<file path="config.mk">
export PLATFORM = sky130hd
export DESIGN_NAME = stream_segment_boundary_detector_unit
export DESIGN_NICKNAME = d
export VERILOG_FILES = /design/src/hdl/ssbd_pkg.sv /design/src/hdl/ssbd_cfg_regs.sv /design/src/hdl/ssbd_divider.sv /design/src/hdl/stream_segment_boundary_detector_unit.sv
export SDC_FILE = /design/constraint.sdc
export NUM_CORES = 1
export LEC_CHECK = 0
export BUFFER_PORTS_ARGS = -buffer_cell sky130_fd_sc_hd__buf_4
export CAP_MARGIN = 20
export CORE_MARGIN = 4
export CORE_UTILIZATION = 35
export DETAILED_ROUTE_END_ITERATION = 10
export GPL_ROUTABILITY_DRIVEN = 0
export PLACE_DENSITY_LB_ADDON = 0.1
export REMOVE_ABC_BUFFERS = 1
export SKIP_LAST_GASP = 1
export SLEW_MARGIN = 5
export SYNTH_ARGS = -nofsm -noshare
export SYNTH_HDL_FRONTEND = slang
export SYNTH_HIERARCHICAL = 1
export SYNTH_SLANG_ARGS = --single-unit
</file>
<file path="constraint.sdc">
create_clock -name clk -period 9.5 [get_ports clk]
set_input_delay 1.9 -clock clk [delete_from_list [all_inputs] [get_ports clk]]
set_output_delay 1.9 -clock clk [all_outputs]
set_load 0.01 [all_outputs]
</file>
<file path="src/hdl/ssbd_pkg.sv">
// ----------------------------------------------------------------------------
// ssbd_pkg: shared types and constants of the segment boundary detector
// Item layouts, configuration fields, register indexes, mode codes and
// sequencer states used by all modules of the block.
// ----------------------------------------------------------------------------
package ssbd_pkg;

  localparam int COUNT_WIDTH = 16;           // segment and row counters
  localparam int LIMIT_W     = 16;           // row-limit counter, saturates at 65535
  localparam int SAMPLE_W    = 32;           // Q16.16 sample
  localparam int DIVIDEND_W  = SAMPLE_W + 1; // magnitude of sample minus base
  localparam int DIVISOR_W   = 31;           // change_amount
  localparam int REGION_W    = DIVIDEND_W + 1;
  localparam int DIV_CNT_W   = $clog2(DIVIDEND_W);
  localparam int ADDR_W      = 5;
  localparam int DATA_W      = 32;

  typedef struct packed {
    logic signed [SAMPLE_W-1:0] sample;
    logic                       first_of_page;
  } ssbd_in_t;

  typedef struct packed {
    logic                   segment_start;
    logic [COUNT_WIDTH-1:0] segment_number;
    logic [COUNT_WIDTH-1:0] row_in_segment;
  } ssbd_out_t;

  typedef struct packed {
    logic [2:0]                 break_mode;
    logic [30:0]                gap_amount;
    logic [DIVISOR_W-1:0]       change_amount;
    logic signed [SAMPLE_W-1:0] change_base;
    logic                       base_given;
    logic [15:0]                row_limit;
  } ssbd_cfg_t;

  typedef enum logic [2:0] {
    REG_BREAK_MODE    = 3'd0,
    REG_GAP_AMOUNT    = 3'd1,
    REG_CHANGE_AMOUNT = 3'd2,
    REG_CHANGE_BASE   = 3'd3,
    REG_BASE_GIVEN    = 3'd4,
    REG_ROW_LIMIT     = 3'd5
  } ssbd_reg_t;

  typedef enum logic [2:0] {
    MODE_GAP       = 3'd0,
    MODE_INCREASE  = 3'd1,
    MODE_DECREASE  = 3'd2,
    MODE_CHANGE    = 3'd3,
    MODE_ROW_LIMIT = 3'd4
  } ssbd_mode_t;

  typedef enum logic [1:0] {
    ST_IDLE,
    ST_DIVIDE,
    ST_FINISH
  } ssbd_state_t;

endpackage

</file>
<file path="src/hdl/ssbd_cfg_regs.sv">
// ----------------------------------------------------------------------------
// ssbd_cfg_regs: configuration register file
// APB-style register bank holding the mode and thresholds of the detector.
// ----------------------------------------------------------------------------
module ssbd_cfg_regs
  import ssbd_pkg::*;
(
  input  logic              clk,
  input  logic              rst_n,
  input  logic              psel,
  input  logic              penable,
  input  logic              pwrite,
  input  logic [ADDR_W-1:0] paddr,
  input  logic [DATA_W-1:0] pwdata,
  output logic [DATA_W-1:0] prdata,
  output logic              pready,
  output ssbd_cfg_t         cfg
);

  ssbd_cfg_t cfg_r;
  ssbd_cfg_t cfg_nxt;
  logic      wr_en;
  ssbd_reg_t idx;

  assign pready = 1'b1;
  assign wr_en  = psel && penable && pwrite;
  assign idx    = ssbd_reg_t'(paddr[ADDR_W-1:2]);
  assign cfg    = cfg_r;

  always_comb begin
    cfg_nxt = cfg_r;
    if (wr_en) begin
      case (idx)
        REG_BREAK_MODE:    cfg_nxt.break_mode    = pwdata[2:0];
        REG_GAP_AMOUNT:    cfg_nxt.gap_amount    = pwdata[30:0];
        REG_CHANGE_AMOUNT: cfg_nxt.change_amount = pwdata[DIVISOR_W-1:0];
        REG_CHANGE_BASE:   cfg_nxt.change_base   = signed'(pwdata[SAMPLE_W-1:0]);
        REG_BASE_GIVEN:    cfg_nxt.base_given    = pwdata[0];
        REG_ROW_LIMIT:     cfg_nxt.row_limit     = pwdata[15:0];
        default:           cfg_nxt = cfg_r;
      endcase
    end
  end

  always_comb begin
    case (idx)
      REG_BREAK_MODE:    prdata = {29'd0, cfg_r.break_mode};
      REG_GAP_AMOUNT:    prdata = {1'b0, cfg_r.gap_amount};
      REG_CHANGE_AMOUNT: prdata = {1'b0, cfg_r.change_amount};
      REG_CHANGE_BASE:   prdata = cfg_r.change_base;
      REG_BASE_GIVEN:    prdata = {31'd0, cfg_r.base_given};
      REG_ROW_LIMIT:     prdata = {16'd0, cfg_r.row_limit};
      default:           prdata = '0;
    endcase
  end

  always_ff @(posedge clk) begin
    if (!rst_n) begin
      cfg_r.break_mode    <= MODE_GAP;
      cfg_r.gap_amount    <= 31'd65536;
      cfg_r.change_amount <= '0;
      cfg_r.change_base   <= '0;
      cfg_r.base_given    <= 1'b0;
      cfg_r.row_limit     <= 16'd1;
    end else begin
      cfg_r <= cfg_nxt;
    end
  end

endmodule

</file>
<file path="src/hdl/ssbd_divider.sv">
// ----------------------------------------------------------------------------
// ssbd_divider: iterative unsigned divider
// Restoring division, one quotient bit per cycle; done pulses after the last.
// ----------------------------------------------------------------------------
module ssbd_divider
  import ssbd_pkg::*;
(
  input  logic                  clk,
  input  logic                  rst_n,
  input  logic                  start,
  input  logic [DIVIDEND_W-1:0] dividend,
  input  logic [DIVISOR_W-1:0]  divisor,
  output logic                  done,
  output logic [DIVIDEND_W-1:0] quotient
);

  logic                  busy_r, busy_nxt;
  logic                  done_r, done_nxt;
  logic [DIV_CNT_W-1:0]  count_r, count_nxt;
  logic [DIVISOR_W-1:0]  rem_r, rem_nxt;
  logic [DIVIDEND_W-1:0] quo_r, quo_nxt;
  logic [DIVISOR_W-1:0]  dvs_r, dvs_nxt;
  logic [DIVISOR_W:0]    trial;
  logic [DIVISOR_W:0]    trial_sub;
  logic                  take;

  assign trial     = {rem_r, quo_r[DIVIDEND_W-1]};
  assign trial_sub = trial - {1'b0, dvs_r};
  assign take      = trial >= {1'b0, dvs_r};

  always_comb begin
    busy_nxt  = busy_r;
    done_nxt  = 1'b0;
    count_nxt = count_r;
    rem_nxt   = rem_r;
    quo_nxt   = quo_r;
    dvs_nxt   = dvs_r;
    if (start) begin
      busy_nxt  = 1'b1;
      count_nxt = '0;
      rem_nxt   = '0;
      quo_nxt   = dividend;
      dvs_nxt   = divisor;
    end else if (busy_r) begin
      rem_nxt   = take ? trial_sub[DIVISOR_W-1:0] : trial[DIVISOR_W-1:0];
      quo_nxt   = {quo_r[DIVIDEND_W-2:0], take};
      count_nxt = count_r + 1'b1;
      if (count_r == DIV_CNT_W'(DIVIDEND_W - 1)) begin
        busy_nxt = 1'b0;
        done_nxt = 1'b1;
      end
    end
  end

  always_ff @(posedge clk) begin
    if (!rst_n) begin
      busy_r  <= 1'b0;
      done_r  <= 1'b0;
      count_r <= '0;
    end else begin
      busy_r  <= busy_nxt;
      done_r  <= done_nxt;
      count_r <= count_nxt;
    end
  end

  always_ff @(posedge clk) begin
    rem_r <= rem_nxt;
    quo_r <= quo_nxt;
    dvs_r <= dvs_nxt;
  end

  assign done     = done_r;
  assign quotient = quo_r;

endmodule

</file>
<file path="src/hdl/stream_segment_boundary_detector_unit.sv">
// ----------------------------------------------------------------------------
// stream_segment_boundary_detector_unit: segment boundary detector, top level
// Marks where each signed Q16.16 sample starts a new segment of its page.
// ----------------------------------------------------------------------------
// The block takes one sample per item with a first-of-page flag and returns
// one result item: a segment start flag, the segment number within the page
// and the row position within the segment, both saturating at 16 bits. The
// break rule is set by break_mode (gap, increase, decrease, change, row limit).
// Each sample's region, trunc((sample - base) / change_amount), is kept for
// change mode; when change_amount is nonzero it comes from one restoring
// divider that yields one quotient bit per cycle, so an item then passes
// through accept, one divide step per bit of the 33-bit dividend, a step to
// see the divider's done flag, and finish. With change_amount zero no
// division runs and an item goes from accept straight to finish. The input
// is stalled while an item is in work; the result sits in an output
// register, so a new item is taken while a previous result still waits
// downstream. Write the configuration only while the block is idle.
// ----------------------------------------------------------------------------
module stream_segment_boundary_detector_unit
  import ssbd_pkg::*;
(
  input  logic              clk,
  input  logic              rst_n,
  // input items
  input  logic              in_valid,
  output logic              in_stall,
  input  ssbd_in_t          in_data,
  // result items
  output logic              out_valid,
  input  logic              out_stall,
  output ssbd_out_t         out_data,
  // configuration
  input  logic              psel,
  input  logic              penable,
  input  logic              pwrite,
  input  logic [ADDR_W-1:0] paddr,
  input  logic [DATA_W-1:0] pwdata,
  output logic [DATA_W-1:0] prdata,
  output logic              pready
);

  localparam logic [COUNT_WIDTH-1:0] COUNT_MAX = '1;
  localparam logic [LIMIT_W-1:0]     LIMIT_MAX = '1;

  ssbd_cfg_t cfg;

  ssbd_state_t state_r, state_nxt;

  // item in work
  logic signed [SAMPLE_W-1:0] smp_r;
  logic                       first_r;
  logic                       neg_r;

  // running page state
  logic signed [SAMPLE_W-1:0] prev_r;
  logic signed [REGION_W-1:0] last_region_r;
  logic signed [SAMPLE_W-1:0] page_base_r;
  logic [COUNT_WIDTH-1:0]     rows_r;
  logic [COUNT_WIDTH-1:0]     seg_r;
  logic [LIMIT_W-1:0]         limit_r;
  logic                       page_seen_r;

  logic      out_valid_r;
  ssbd_out_t out_data_r;

  logic                       accept;
  logic                       in_first;
  logic signed [SAMPLE_W-1:0] base;
  logic signed [DIVIDEND_W-1:0] diff;
  logic [DIVIDEND_W-1:0]      diff_mag;
  logic                       div_start;
  logic                       div_done;
  logic [DIVIDEND_W-1:0]      quotient;
  logic                       amount_zero;
  logic                       out_free;
  logic                       commit;
  logic signed [REGION_W-1:0] region;
  logic signed [DIVIDEND_W-1:0] step;
  logic [DIVIDEND_W-1:0]      step_mag;
  logic                       brk;
  logic                       start;

  ssbd_cfg_regs u_cfg (
    .clk     (clk),
    .rst_n   (rst_n),
    .psel    (psel),
    .penable (penable),
    .pwrite  (pwrite),
    .paddr   (paddr),
    .pwdata  (pwdata),
    .prdata  (prdata),
    .pready  (pready),
    .cfg     (cfg)
  );

  ssbd_divider u_div (
    .clk      (clk),
    .rst_n    (rst_n),
    .start    (div_start),
    .dividend (diff_mag),
    .divisor  (cfg.change_amount),
    .done     (div_done),
    .quotient (quotient)
  );

  assign amount_zero = (cfg.change_amount == '0);
  assign accept      = in_valid && !in_stall;

  // Treat the very first sample after reset as a page start.
  assign in_first = in_data.first_of_page || !page_seen_r;
  assign base     = cfg.base_given ? cfg.change_base
                  : (in_first ? in_data.sample : page_base_r);
  assign diff     = DIVIDEND_W'(in_data.sample) - DIVIDEND_W'(base);
  assign diff_mag = diff[DIVIDEND_W-1] ? DIVIDEND_W'(-diff) : DIVIDEND_W'(diff);
  assign div_start = accept && !amount_zero;

  // Restore the sign of the truncated quotient.
  always_comb begin
    if (amount_zero) begin
      region = '0;
    end else if (neg_r) begin
      region = -signed'({1'b0, quotient});
    end else begin
      region = signed'({1'b0, quotient});
    end
  end

  assign step     = DIVIDEND_W'(smp_r) - DIVIDEND_W'(prev_r);
  assign step_mag = step[DIVIDEND_W-1] ? DIVIDEND_W'(-step) : DIVIDEND_W'(step);

  // Break rule of the current mode; unused mode codes never break.
  always_comb begin
    case (cfg.break_mode)
      MODE_GAP:       brk = step_mag >= DIVIDEND_W'(cfg.gap_amount);
      MODE_INCREASE:  brk = smp_r > prev_r;
      MODE_DECREASE:  brk = smp_r < prev_r;
      MODE_CHANGE:    brk = amount_zero ? (smp_r != prev_r) : (region != last_region_r);
      MODE_ROW_LIMIT: brk = limit_r >= cfg.row_limit;
      default:        brk = 1'b0;
    endcase
  end

  assign start    = first_r || brk;
  assign out_free = !out_valid_r || !out_stall;
  assign commit   = (state_r == ST_FINISH) && out_free;

  // Sequencer: accept, wait for the divider when change_amount is nonzero, then hand off the result.
  always_comb begin
    state_nxt = state_r;
    in_stall  = 1'b1;
    case (state_r)
      ST_IDLE: begin
        in_stall = 1'b0;
        if (in_valid) begin
          state_nxt = amount_zero ? ST_FINISH : ST_DIVIDE;
        end
      end
      ST_DIVIDE: begin
        if (div_done) begin
          state_nxt = ST_FINISH;
        end
      end
      ST_FINISH: begin
        if (out_free) begin
          state_nxt = ST_IDLE;
        end
      end
      default: state_nxt = ST_IDLE;
    endcase
  end

  always_ff @(posedge clk) begin
    if (!rst_n) begin
      state_r <= ST_IDLE;
    end else begin
      state_r <= state_nxt;
    end
  end

  // Page and counter state.
  always_ff @(posedge clk) begin
    if (!rst_n) begin
      prev_r        <= '0;
      last_region_r <= '0;
      page_base_r   <= '0;
      rows_r        <= '0;
      seg_r         <= '0;
      limit_r       <= '0;
      page_seen_r   <= 1'b0;
    end else begin
      if (accept && in_first) begin
        page_base_r <= in_data.sample;
      end
      if (commit) begin
        page_seen_r   <= 1'b1;
        prev_r        <= smp_r;
        last_region_r <= region;
        if (first_r) begin
          seg_r   <= '0;
          rows_r  <= '0;
          limit_r <= LIMIT_W'(1);
        end else if (start) begin
          if (seg_r != COUNT_MAX) begin
            seg_r <= seg_r + 1'b1;
          end
          rows_r  <= '0;
          limit_r <= LIMIT_W'(1);
        end else begin
          if (rows_r != COUNT_MAX) begin
            rows_r <= rows_r + 1'b1;
          end
          if (limit_r != LIMIT_MAX) begin
            limit_r <= limit_r + 1'b1;
          end
        end
      end
    end
  end

  // Hold the item in work.
  always_ff @(posedge clk) begin
    if (accept) begin
      smp_r   <= in_data.sample;
      first_r <= in_first;
      neg_r   <= diff[DIVIDEND_W-1];
    end
  end

  // Output register: load on commit, drop once taken.
  always_ff @(posedge clk) begin
    if (!rst_n) begin
      out_valid_r <= 1'b0;
    end else if (commit) begin
      out_valid_r <= 1'b1;
    end else if (!out_stall) begin
      out_valid_r <= 1'b0;
    end
  end

  always_ff @(posedge clk) begin
    if (commit) begin
      out_data_r.segment_start <= start;
      if (first_r) begin
        out_data_r.segment_number <= '0;
        out_data_r.row_in_segment <= '0;
      end else if (start) begin
        out_data_r.segment_number <= (seg_r != COUNT_MAX) ? seg_r + 1'b1 : seg_r;
        out_data_r.row_in_segment <= '0;
      end else begin
        out_data_r.segment_number <= seg_r;
        out_data_r.row_in_segment <= (rows_r != COUNT_MAX) ? rows_r + 1'b1 : rows_r;
      end
    end
  end

  assign out_valid = out_valid_r;
  assign out_data  = out_data_r;

endmodule

</file>
* Word level (Yosys, flattened, before mapping)
Index checks and enable logic that the tools add are counted.
** Storage, ports and cells
- Flip-flop bits (word level) :: 434
- Bits in latches :: 0
- RAM bits :: 0
- Bits in read-only memories :: 0
- Input bits :: 77
- Output and inout port bits :: 68
- Word-level logic and storage cells :: 131
- Memories :: 0
** Cells by class
- Add/subtract/negate cells :: 10
- Multiply operators :: 0
- Divide/modulo/power cells :: 0
- Order comparisons :: 5
- Equality and inequality tests :: 21
- Shifts and indexed selects :: 0
- Muxes and demuxes :: 34
- Bitwise gates (word level) :: 2
- Reductions and logical operators :: 32
** Operators by type and width (number)
- 32-bit one-hot mux with 6 select lines :: 1
- 16-bit two-way mux :: 9
- 33-bit two-way mux :: 4
- 32-bit two-way mux :: 3
- 34-bit two-way mux :: 2
- 33-bit negator :: 2
- 32-bit by 32-bit subtractor with 33-bit output :: 2
- 16-bit by 1-bit adder with 16-bit output, second input constant :: 3
- 16-bit != test, second input constant :: 3
- 34-bit != test :: 1
- 33-bit negator with 34-bit output :: 1
- 33-bit by 31-bit >= comparator with 1-bit output :: 1
- 32-bit by 31-bit >= comparator with 1-bit output :: 1
- 32-bit > comparator :: 1
- 32-bit less-than comparator :: 1
- 32-bit != test :: 1
- 31-bit logical NOT :: 1
- 31-bit two-way mux :: 1
- 31-bit subtractor :: 1
- 16-bit >= comparator :: 1
- 2-bit AND reduction :: 8
- 3-bit by 2-bit equality test with 1-bit output, second input constant :: 4
- 3-bit equality test, second input constant :: 3
- 1-bit two-way mux :: 8
- other kinds (21) :: 41

* Depth between registers and ports, before layout
Gate-level depths: netlist of the first run.
- Depth in word-level cells :: 9
- Mapped depth :: 28
- Gate-level depth less buffers :: 27

* Hierarchy
The synthesis of the first run kept the hierarchy.
** By module, submodules not included
- stream_segment_boundary_detector_unit :: instances 1, cells each 2343, area each 17923.4 sq um, seq. area each 5014.8 sq um
- ssbd_divider :: instances 1, cells each 571, area each 5841.9 sq um, seq. area each 2702.6 sq um
- ssbd_cfg_regs :: instances 1, cells each 549, area each 5170.0 sq um, seq. area each 2282.2 sq um

* Least setup slack after synthesis of the first run
Ideal clock, no wire load.
- Path kind :: input-to-reg
- Start point :: in in_data[0] (netlist name)
- End point :: reg u_div.quo_r[31] (netlist: u_div/quotient[31]), data pin
- Data arrival time :: 7.155 ns
- Data required time :: 9.240 ns
- Slack :: 2.086 ns
- Stages on the path :: 21
- Path buffers :: 2
- Path through :: nand2b_1 -> clkbuf_1 -> clkbuf_1 -> mux2i_1 -> o21ai_0 -> ha_1 -> inv_1 -> fa_1 -> a21o_1 -> a21oi_1 -> o21ai_0 -> nand2_1 -> xnor2_1 -> or4b_2 -> or2_2 -> or4_1 -> nor4_1 -> nor3b_1 -> a31oi_1 -> xnor2_1 -> mux2_2
** Between the ends
- Cells in the longest elaborated chain, start to end :: 7
** Ends and longest elaborated chain
- start, declared :: RTL line stream_segment_boundary_detector_unit.sv:27 : input ssbd_in_t in_data,
- 1-bit logical OR * :: RTL line stream_segment_boundary_detector_unit.sv:110 : assign in_first = in_data.first_of_page || !page_seen_r;
- named net in_first :: RTL line stream_segment_boundary_detector_unit.sv:67 : logic in_first;
- 32-bit two-way mux * :: RTL line stream_segment_boundary_detector_unit.sv:112 : : (in_first ? in_data.sample : page_base_r);
- 32-bit two-way mux * :: RTL line stream_segment_boundary_detector_unit.sv:111 : assign base = cfg.base_given ? cfg.change_base
- 32-bit by 32-bit subtractor with 33-bit output * :: RTL line stream_segment_boundary_detector_unit.sv:113 : assign diff = DIVIDEND_W'(in_data.sample) - DIVIDEND_W'(base);
- 33-bit negator :: RTL line stream_segment_boundary_detector_unit.sv:114 : assign diff_mag = diff[DIVIDEND_W-1] ? DIVIDEND_W'(-diff) : DIVIDEND_W'(diff);
- 33-bit two-way mux * :: RTL line stream_segment_boundary_detector_unit.sv:114
- named net diff_mag[31] :: RTL line stream_segment_boundary_detector_unit.sv:70 : logic [DIVIDEND_W-1:0] diff_mag;
- 33-bit two-way mux * :: RTL line ssbd_divider.sv:38 : if (start) begin
- named net u_div.quo_nxt[31] :: RTL line ssbd_divider.sv:21 : logic [DIVIDEND_W-1:0] quo_r, quo_nxt;
- end signal, assigned :: RTL line ssbd_divider.sv:69 : quo_r <= quo_nxt;
- end, declared :: RTL line ssbd_divider.sv:21
Mark *: on every way through the listed nets, which the timed path passes. The rest lies on a longest branch.
A chain may end at the register's enable or synchronous reset.

* Worst setup path after layout of the first run
- Start point :: reg smp_r[0]
- End point :: reg out_data_r, in the netlist out_data[17], data pin
** Between the ends
- Cells in the longest elaborated chain, start to end :: 7
** Ends and longest elaborated chain
- start, declared :: RTL line stream_segment_boundary_detector_unit.sv:50 : logic signed [SAMPLE_W-1:0] smp_r;
- start signal, assigned :: RTL line stream_segment_boundary_detector_unit.sv:223 : smp_r <= in_data.sample;
- 32-bit by 32-bit subtractor with 33-bit output :: RTL line stream_segment_boundary_detector_unit.sv:128 : assign step = DIVIDEND_W'(smp_r) - DIVIDEND_W'(prev_r);
- 33-bit negator :: RTL line stream_segment_boundary_detector_unit.sv:129 : assign step_mag = step[DIVIDEND_W-1] ? DIVIDEND_W'(-step) : DIVIDEND_W'(step);
- 33-bit two-way mux :: RTL line stream_segment_boundary_detector_unit.sv:129
- 33-bit by 31-bit >= comparator with 1-bit output :: RTL line stream_segment_boundary_detector_unit.sv:134 : MODE_GAP: brk = step_mag >= DIVIDEND_W'(cfg.gap_amount);
- 1-bit one-hot mux with 5 select lines * :: RTL line stream_segment_boundary_detector_unit.sv:133 : case (cfg.break_mode)
- 1-bit logical OR * :: RTL line stream_segment_boundary_detector_unit.sv:143 : assign start = first_r || brk;
- 32-bit two-way mux * :: RTL line stream_segment_boundary_detector_unit.sv:246 : end else if (start) begin
- end, declared :: RTL line stream_segment_boundary_detector_unit.sv:64 : ssbd_out_t out_data_r;
Mark *: on every way between the ends. The rest lies on a longest branch, timed or not.

==> impl_metrics.ini, run 1 <==
[worst_setup_path]
cp.required_ns = 9.90
cp_data_arrival_time_ns = 8.49
reg2reg_depth = 26
cp_top_family = compound AO/OA/AOI/OAI gates
cp-start-kind = flip-flop
r2r_start = smp_r[0]$_DFFE_PP_
cp_max_fo = 49
critPathMaxStageDelay_ns = 0.78
reg2reg_to = out_data[17]$_SDFFCE_PP0P_
worstSetupEndpointType = flip-flop
crit_start = smp_r[0]$_DFFE_PP_
worst-path-buf-inv = 2
critPathKind = reg2reg
critPathSlowestCell = nor4b_1
reg2reg_setup_slack_ns = 1.41

[sta]
finalHoldViolations = 0
min_period_ns = 8.09
final-setup-viol-count = 0
finalCritPeriodShare = 0.852
max_clock_freq_ghz = 0.124
fin_hold_ws_ns = 0.453
tightestPinTransition_ns = 1.09
slew_headroom = 0.265
clock_skew_ns = 0.0532
rsz0062_at_grt = false
setup_ws_ns = 1.41
slew_violations = 0

[synthesis]
ys_warn_count = 6
netlist.area_leader.share = 0.210
yosys.cell_count.top_type = nand2_1
async_flop_share = 0
yosys-top-cells-count = nand2_1 (476), a21oi_1 (303), dfxtp_1 (303)
dominantRegCellSynth = dfxtp_1
synth_area_leaders = dfxtp_1 (21%), edfxtp_1 (14%), ha_1 (6.5%), mux2i_1 (6.2%), nand2_1 (6.2%)
synth_edf_count = 131
ys_seq_area_frac = 0.346
ys_ff_latch = 434
ys_types = 108
synth_top_cell_by_area = dfxtp_1
synthCells = 3463
synth_area_mm2 = 0.0289
syn_area_per_cell_um2 = 8.36

[power]
power.share.switching = 0.358
pwr-share-comb = 0.336
ir_drop_mv = 0.141
seqPwrFrac = 0.339
p_sw_w = 0.00233
clockPowerShare = 0.325
totalPowerFinal_w = 0.00651
cell_internal_pwr_w = 0.00418
leakage_nw = 12.2
p_per_area_mw_per_mm2 = 200

[floorplanning]
initial_core_util = 0.353
rows = 105
coreArea_mm2 = 0.0820
fp.dieH_um = 296
dieArea_mm2 = 0.0873
die_w_um = 296
ios = 145

[routing]
totalWireLength_um = 90700
dr_total_vias = 24800
firstDrtPassIters = 6
via_per_inst = 5.37
drtAntennaViolNets = 0
drc_errors = 0
dr.first_iter.drc_count = 1657
wire_per_inst_um = 19.7

[clocking]
path_clk_slew_ns = 0.06
clock_latency_ns = 0.64
cts_max_path_buffers = 3
ctsHoldBuffers = 0
cts.sinks = 434
cts_resized = 0
post_cts_buffers = 0
cts_tree = built
numCtsBuffers = 53
cts_root_buffer = clkbuf_16
htreeDepth = 2

[min_path]
holdPathEnd = prev_r[8]$_SDFFE_PN0P_
hold_start = prev_r[8]$_SDFFE_PN0P_
hold_class = reg2reg
holdPathStages = 2

[final_layout]
n_fill_cell = 8516
area_delta_synth_final_pct = 12.6
drive_gt1_frac = 0.111
regArea_mm2 = 0.0100
multi_input_area_mm2 = 0.0174
nNetsFinal = 3726

[global_route]
grt_pass1_vias = 23600
grt_pass1_wl_um = 141000
antenna_found_initial = 13
grt_max_degree = 95
overflow = 0
grtUsageTotal = 0.203

[placed_design]
io_buffers = 141
hpwl_um = 66800
place_ws_ns = 1.31

[run_status]
status = finished, final reports clean

[flow_run]
drv_cap = 0
[per-layer routing]
layer | part of all wire | vias to the layer above | GRT usage
met5 | 0.000077 | - | 0
met2 | 0.45 | 422 | 0.329
met3 | 0.042 | 96 | 0.0246
met1 | 0.49 | 11700 | 0.291
met4 | 0.017 | 2 | 0.0415
li1 | - | 12500 | -
[how the worst max path moves through the flow]
stage,end,depth (start not counted)
after CTS,out_data[17]$_SDFFCE_PP0P_,26
after detailed placement,out_data[17]$_SDFFCE_PP0P_,26
after global placement,out_data[17]$_SDFFCE_PP0P_,26
final,out_data[17]$_SDFFCE_PP0P_,26
after floorplan,u_div/quotient[0]$_DFFE_PP_,4
after global routing,seg_r[14]$_SDFFE_PN0P_,27
[through the flow]
step                      setup TNS [ns]  cells  area (µm²)  utilization
after floorplan                   -18.73   3271       28100            -
after global placement                 0   4511       30700        0.375
after detailed placement               0   4511       30700        0.375
after CTS                              0   4611       32600        0.397
after global routing                   0   4613       32600        0.397
final                                  0   4614       32600        0.397
[worst min-delay path, delay by kind of cell, from the launching register on]
family	cells	cell delay, ns
AO/OA/AOI/OAI	1	0.05
flip-flops	1	0.31
AND/OR/NAND/NOR	1	0.05
[final cells by class]
type,instances,share of cell area
clock inverters,34,0.0108
multi-input cells,2658,0.536
diodes,3,0.000230
flip-flops and latches,434,0.307
repair buffers,170,0.0393
well taps,1070,0.0411
inverters,179,0.0208
clock buffers,66,0.0451
[state kept, by name, indices dropped and copies added, names as in the netlist, 2 cells and up]
name	count
seg_r	16
prev_r	32
u_cfg/cfg	114
rows_r	16
u_div/dvs_r	31
state_r	2
out_data	33
u_div/count_r	6
smp_r	32
page_base_r	32
u_div/rem_r	31
last_region_r	34
u_div/quotient	33
limit_r	16
[cells in the final DEF (no fill, tap or decap), types with 24 or more instances in the layout]
cell type	Yosys	layout
nand2_1	476	476
a21oi_1	303	303
dfxtp_1	303	301
nor2_1	262	259
mux2i_1	179	179
inv_1	175	175
buf_4	12	169
ha_1	150	150
o21ai_0	136	136
edfxtp_1	131	131
xnor2_1	105	105
nand3_1	90	90
xor2_1	83	83
nor3_1	82	81
mux2_2	55	55
clkbuf_16	0	55
a21o_1	52	52
nand4_1	49	49
and3_1	42	42
a31oi_1	38	38
nor2b_1	35	35
a211oi_1	32	32
nand2b_1	31	29
o211ai_1	29	29
and2_1	27	27
nor4_1	26	26
a22oi_1	25	25
o31ai_1	24	24
[power by group through the flow]
| stage | combinational [W] | clock [W] | sequential, W |
|---|---|---|---|
| after detailed placement | 0.00219 | 0 | 0.00224 |
| after CTS | 0.00220 | 0.00218 | 0.00220 |
| after global routing | 0.00245 | 0.00226 | 0.00222 |
| after global placement | 0.00219 | 0 | 0.00224 |
| after floorplan | 0.00161 | 0 | 0.00221 |
| final | 0.00219 | 0.00212 | 0.00220 |
[logic make-up after synthesis]
logic type | share of synthesized area
fa+ha+maj | 0.0669
simple gates | 0.204
xor+xnor | 0.0585
compound gates | 0.188
flops | 0.346
buf+inv | 0.0527
other cells | 0.000130
mux | 0.0846
No activity file was read; power rests on OpenSTA's default activity.
==> run 2, diff against run 1 <==
RECOVER_POWER = 50   (was not set)
==> run 2 against run 1 <==
  * The flow now finishes with violations (max-capacitance violations, max-slew violations)
  * Global-route usage did not move
  * Critical path depth did not move
  * Via count fell by 0.21%
  * Hold slack barely moved
  * Register-to-register slack barely moved
  * Count of clock-buffer cells in the layout did not move
  * Largest power group unchanged
==> impl_metrics.ini, run 2 (same netlist as run 1, synthesis figures left out) <==
[routing]
dr.first_iter.drc_count = 1710
wire_per_inst_um = 19.7
drc_errors = 0
via_per_inst = 5.36
dr_total_vias = 24700
firstDrtPassIters = 5
drtAntennaViolNets = 0
totalWireLength_um = 90800

[placed_design]
hpwl_um = 66800
dpl.cell_count = 4511
io_buffers = 141

[sta]
finalCritPeriodShare = 0.851
rsz0062_at_grt = false
finalHoldViolations = 0
final-setup-viol-count = 0
min_period_ns = 8.08
fin_hold_ws_ns = 0.453
clock_skew_ns = 0.0532
max_clock_freq_ghz = 0.124
slew_headroom = -1.74
tns_ns = 0
tightestPinTransition_ns = 4.11
slew_violations = 393

[floorplanning]
fp.dieH_um = 296
initial_core_util = 0.353
dieArea_mm2 = 0.0873
rows = 105
ios = 145
coreArea_mm2 = 0.0820
die_w_um = 296

[global_route]
grt_pass1_vias = 23600
grt_max_degree = 95
grtUsageTotal = 0.203
overflow = 0
grt_pass1_wl_um = 141000
antenna_found_initial = 12

[clocking]
cts_resized = 0
htreeDepth = 2
cts.sinks = 434
post_cts_buffers = 0
numCtsBuffers = 53
cts_max_path_buffers = 3
clock_latency_ns = 0.65
cts_root_buffer = clkbuf_16
ctsHoldBuffers = 0
cts_tree = built
path_clk_slew_ns = 0.06

[worst_setup_path]
cp-start-kind = flip-flop
cp_data_arrival_time_ns = 8.48
cp.required_ns = 9.90
cp_max_fo = 49
worstSetupEndpointType = flip-flop
reg2reg_depth = 26
critPathKind = reg2reg

[min_path]
holdPathStages = 2
hold_class = reg2reg

[flow_run]
drv_cap = 10

[final_layout]
n_fill_cell = 8582
final_cell_mix = nand2_1 (476), a21oi_1 (303), dfxtp_1 (301)
area_delta_synth_final_pct = 11.4
regArea_mm2 = 0.0100
largest_reg_flops = 114
final_common_cell = nand2_1
drive_gt1_frac = 0.0878
utilization = 0.393
multi_input_area_mm2 = 0.0174
nNetsFinal = 3726
fin_cells = 4612

[power]
leakage_nw = 11.9
ir_drop_mv = 0.141
totalPowerFinal_w = 0.00650
p_per_area_mw_per_mm2 = 202

[run_status]
violations = max-capacitance violations, max-slew violations
status = complete, but fails checks
[run 2: cell types whose count changed in the layout (fill, tap and decap cells not counted), sizes merged]
cell,change
diode,-2
clkbuf,+76
clkinvlp,+1
buf,-76
inv,-1
[run 2: per-layer routing]
layer	global-route usage	part of all wire	wire length, µm	vias up
met3	0.0246	0.042	3810	95
met5	0	0.000077	7	-
met4	0.0415	0.017	1560	2
li1	-	-	-	12500
met1	0.291	0.49	44600	11700
met2	0.329	0.45	40800	433
[run 2: metrics by stage]
step / worst slack, ns / cell area [µm²]
after floorplan: -0.568 / 28100
final: 1.42 / 32200
after detailed placement: 1.31 / 30700
after CTS: 1.33 / 32600
after global routing: 0.594 / 32200
after global placement: 1.40 / 30700
[run 2: final cells by class]
type	count	area share
Clock inverter	34	0.0109
Antenna cell	1	0.0000776
Multi-Input combinational cell	2658	0.540
Tap cell	1070	0.0415
Timing Repair Buffer	170	0.0310
Inverter	179	0.0210
Sequential cell	434	0.310
Clock buffer	66	0.0455
[run 2: worst paths after layout]
path	startpoint	end	slack (ns)
max	smp_r[0]$_DFFE_PP_	out_data[17]$_SDFFCE_PP0P_	1.42
min	page_base_r[12]$_SDFFE_PN0P_	page_base_r[12]$_SDFFE_PN0P_	0.45
max reg2reg	smp_r[0]$_DFFE_PP_	out_data[17]$_SDFFCE_PP0P_	1.42
min reg2reg	page_base_r[12]$_SDFFE_PN0P_	page_base_r[12]$_SDFFE_PN0P_	0.45
[run 2: power breakdown]
part,leakage (nW),switching [W],internal (W)
clock,0.889,0.000879,0.00124
combinational,7.32,0.00132,0.000856
sequential,3.70,0.000132,0.00207
total,11.9,0.00233,0.00417
[run 2: critical path, cell delays in order (launching register included)]
cell and delay, ns:
edfxtp_1 0.35, inv_1 0.05, ha_1 0.21, fa_1 0.40
nand2b_1 0.20, a21oi_1 0.54, o21ai_0 0.32, a311oi_1 0.70
xnor2_1 0.25, nand2_1 0.08, nor4b_1 0.78, a31oi_1 0.21
xor2_1 0.20, ha_1 0.31, a21o_1 0.16, a21oi_1 0.14
nor2b_1 0.06, o21ai_0 0.14, nand2b_1 0.07, a21oi_1 0.22
o2111ai_1 0.13, o21ai_0 0.20, a22oi_2 0.26, nor2_4 0.69
inv_2 0.59, and2_1 0.33, a31o_2 0.24
==> run 3, diff against run 2 <==
CORE_UTILIZATION = 58   (was 35)
PLACE_DENSITY = 0.76   (was not set)
PLACE_DENSITY_LB_ADDON = not set   (was 0.1)
==> run 3 against run 2 <==
  * The run still ends with max-capacitance violations, max-slew violations left
  * Setup slack worse by 0.031 ns
  * Sequential share of layout area increased by 0.72 points
  * Critical path type is now in2reg
  * Non-clock buffer count down 6
  * Count of clock-buffer cells in the layout fell by 3
  * Cell count shrank 9.2%
==> impl_metrics.ini, run 3 (same netlist as run 1, synthesis figures left out) <==
[sta]
slew_headroom = -2.36
tightestPinTransition_ns = 5.04
slew_violations = 441
tns_ns = 0
final-setup-viol-count = 0
min_period_ns = 8.12
setup_ws_ns = 1.38
rsz0062_at_grt = false
finalCritPeriodShare = 0.854
finalHoldViolations = 0
clock_skew_ns = 0.0179
max_clock_freq_ghz = 0.123

[power]
pwr-share-comb = 0.348
seqPwrFrac = 0.353
cell_internal_pwr_w = 0.00401
p_sw_w = 0.00223
power.share.switching = 0.358
clockPowerShare = 0.298
leakage_nw = 11.8
p_per_area_mw_per_mm2 = 198
ir_drop_mv = 0.144

[routing]
dr.first_iter.drc_count = 2581
firstDrtPassIters = 8
wire_per_inst_um = 19.4
dr_total_vias = 26400
via_per_inst = 6.31
drtAntennaViolNets = 0
drc_errors = 0
totalWireLength_um = 81300

[final_layout]
final_common_cell = nand2_1
largest_reg_flops = 114
area_delta_synth_final_pct = 8.88
final_cell_mix = nand2_1 (476), a21oi_1 (303), dfxtp_1 (301)
n_fill_cell = 4142
utilization = 0.641
drive_gt1_frac = 0.0846
nNetsFinal = 3715

[run_status]
status = complete, but fails checks
violations = max-capacitance violations, max-slew violations

[worst_setup_path]
worstSetupEndpointType = flip-flop
r2r_start = smp_r[0]$_DFFE_PP_
reg2reg_to = out_data[17]$_SDFFCE_PP0P_
reg2reg_setup_slack_ns = 1.50
reg2reg_depth = 27
cp_max_fo = 114
cp-start-kind = input pin
cp_data_arrival_time_ns = 8.62
cp.required_ns = 10.00
critPathKind = in2reg

[min_path]
hold_class = reg2reg
holdPathStages = 2
hold_start = page_base_r[4]$_SDFFE_PN0P_
holdPathEnd = page_base_r[4]$_SDFFE_PN0P_

[floorplanning]
rows = 81
fp.dieH_um = 231
die_w_um = 231
ios = 145
initial_core_util = 0.589
coreArea_mm2 = 0.0492
dieArea_mm2 = 0.0535

[clocking]
cts_resized = 0
cts_max_path_buffers = 3
path_clk_slew_ns = 0.06
numCtsBuffers = 48
cts_root_buffer = clkbuf_16
cts_tree = built
htreeDepth = 2
clock_latency_ns = 0.60
ctsHoldBuffers = 0
cts.sinks = 434
post_cts_buffers = 0

[global_route]
grtUsageTotal = 0.291
grt_pass1_wl_um = 129000
grt_max_degree = 115
overflow = 0
grt_pass1_vias = 25000
antenna_found_initial = 2

[flow_run]
drv_cap = 7

[placed_design]
hpwl_um = 58900
place_ws_ns = 1.43
io_buffers = 141
==> run 3: power groups by stage <==
stage | clock network [W] | logic (W) | registers, W
2_1_floorplan | 0 | 0.00161 | 0.00221
3_3_place_gp | 0 | 0.00205 | 0.00223
3_5_place_dp | 0 | 0.00213 | 0.00224
4_1_cts | 0.00189 | 0.00214 | 0.00220
5_1_grt | 0.00197 | 0.00240 | 0.00222
6_report | 0.00186 | 0.00217 | 0.00220
==> run 3: cell type report <==
cell class,count,area [µm²],area share
multi-input cells,2658,17400,0.552
flip-flops and latches,434,10000,0.317
clock buffers,63,1340,0.0425
repair buffers,164,1030,0.0326
well taps,664,831,0.0264
inverters,179,676,0.0214
clock inverters,25,229,0.00727
diodes,1,2.50,0.0000794
==> run 3: stage by stage <==
| stage | hold WS (ns) | area [µm²] | power, W | std cells |
|---|---|---|---|---|
| global placement | 0.438 | 30100 | 0.00428 | 4093 |
| detailed placement | 0.447 | 30200 | 0.00437 | 4095 |
| CTS | 0.454 | 31800 | 0.00623 | 4183 |
| finish | 0.452 | 31500 | 0.00624 | 4188 |
| global route | 0.472 | 31500 | 0.00658 | 4188 |
| floorplan | 0.432 | 28100 | 0.00382 | 3271 |
==> run 3: worst max-delay path by stage <==
stage                                        endpoint          startpoint
final                      u_cfg/cfg[63]$_SDFFE_PN0P_               rst_n
after global routing       out_data[17]$_SDFFCE_PP0P_  smp_r[0]$_DFFE_PP_
after detailed placement   out_data[17]$_SDFFCE_PP0P_  smp_r[6]$_DFFE_PP_
after floorplan           u_div/quotient[0]$_DFFE_PP_            in_valid
after global placement     out_data[17]$_SDFFCE_PP0P_  smp_r[6]$_DFFE_PP_
after CTS                  out_data[17]$_SDFFCE_PP0P_  smp_r[6]$_DFFE_PP_
==> run 3: routing by layer <==
metal	part of all wire	GRT usage	vias up
met5	0.00011	0	-
met4	0.046	0.123	2
met3	0.081	0.0508	239
met2	0.45	0.470	1137
met1	0.42	0.386	12500
li1	-	-	12500
==> run 3: worst max-delay path, stage by stage <==
cell      delay [ns]
clkbuf_1        3.45
clkbuf_1        2.22
nand2_1         0.56
mux2i_1         0.35
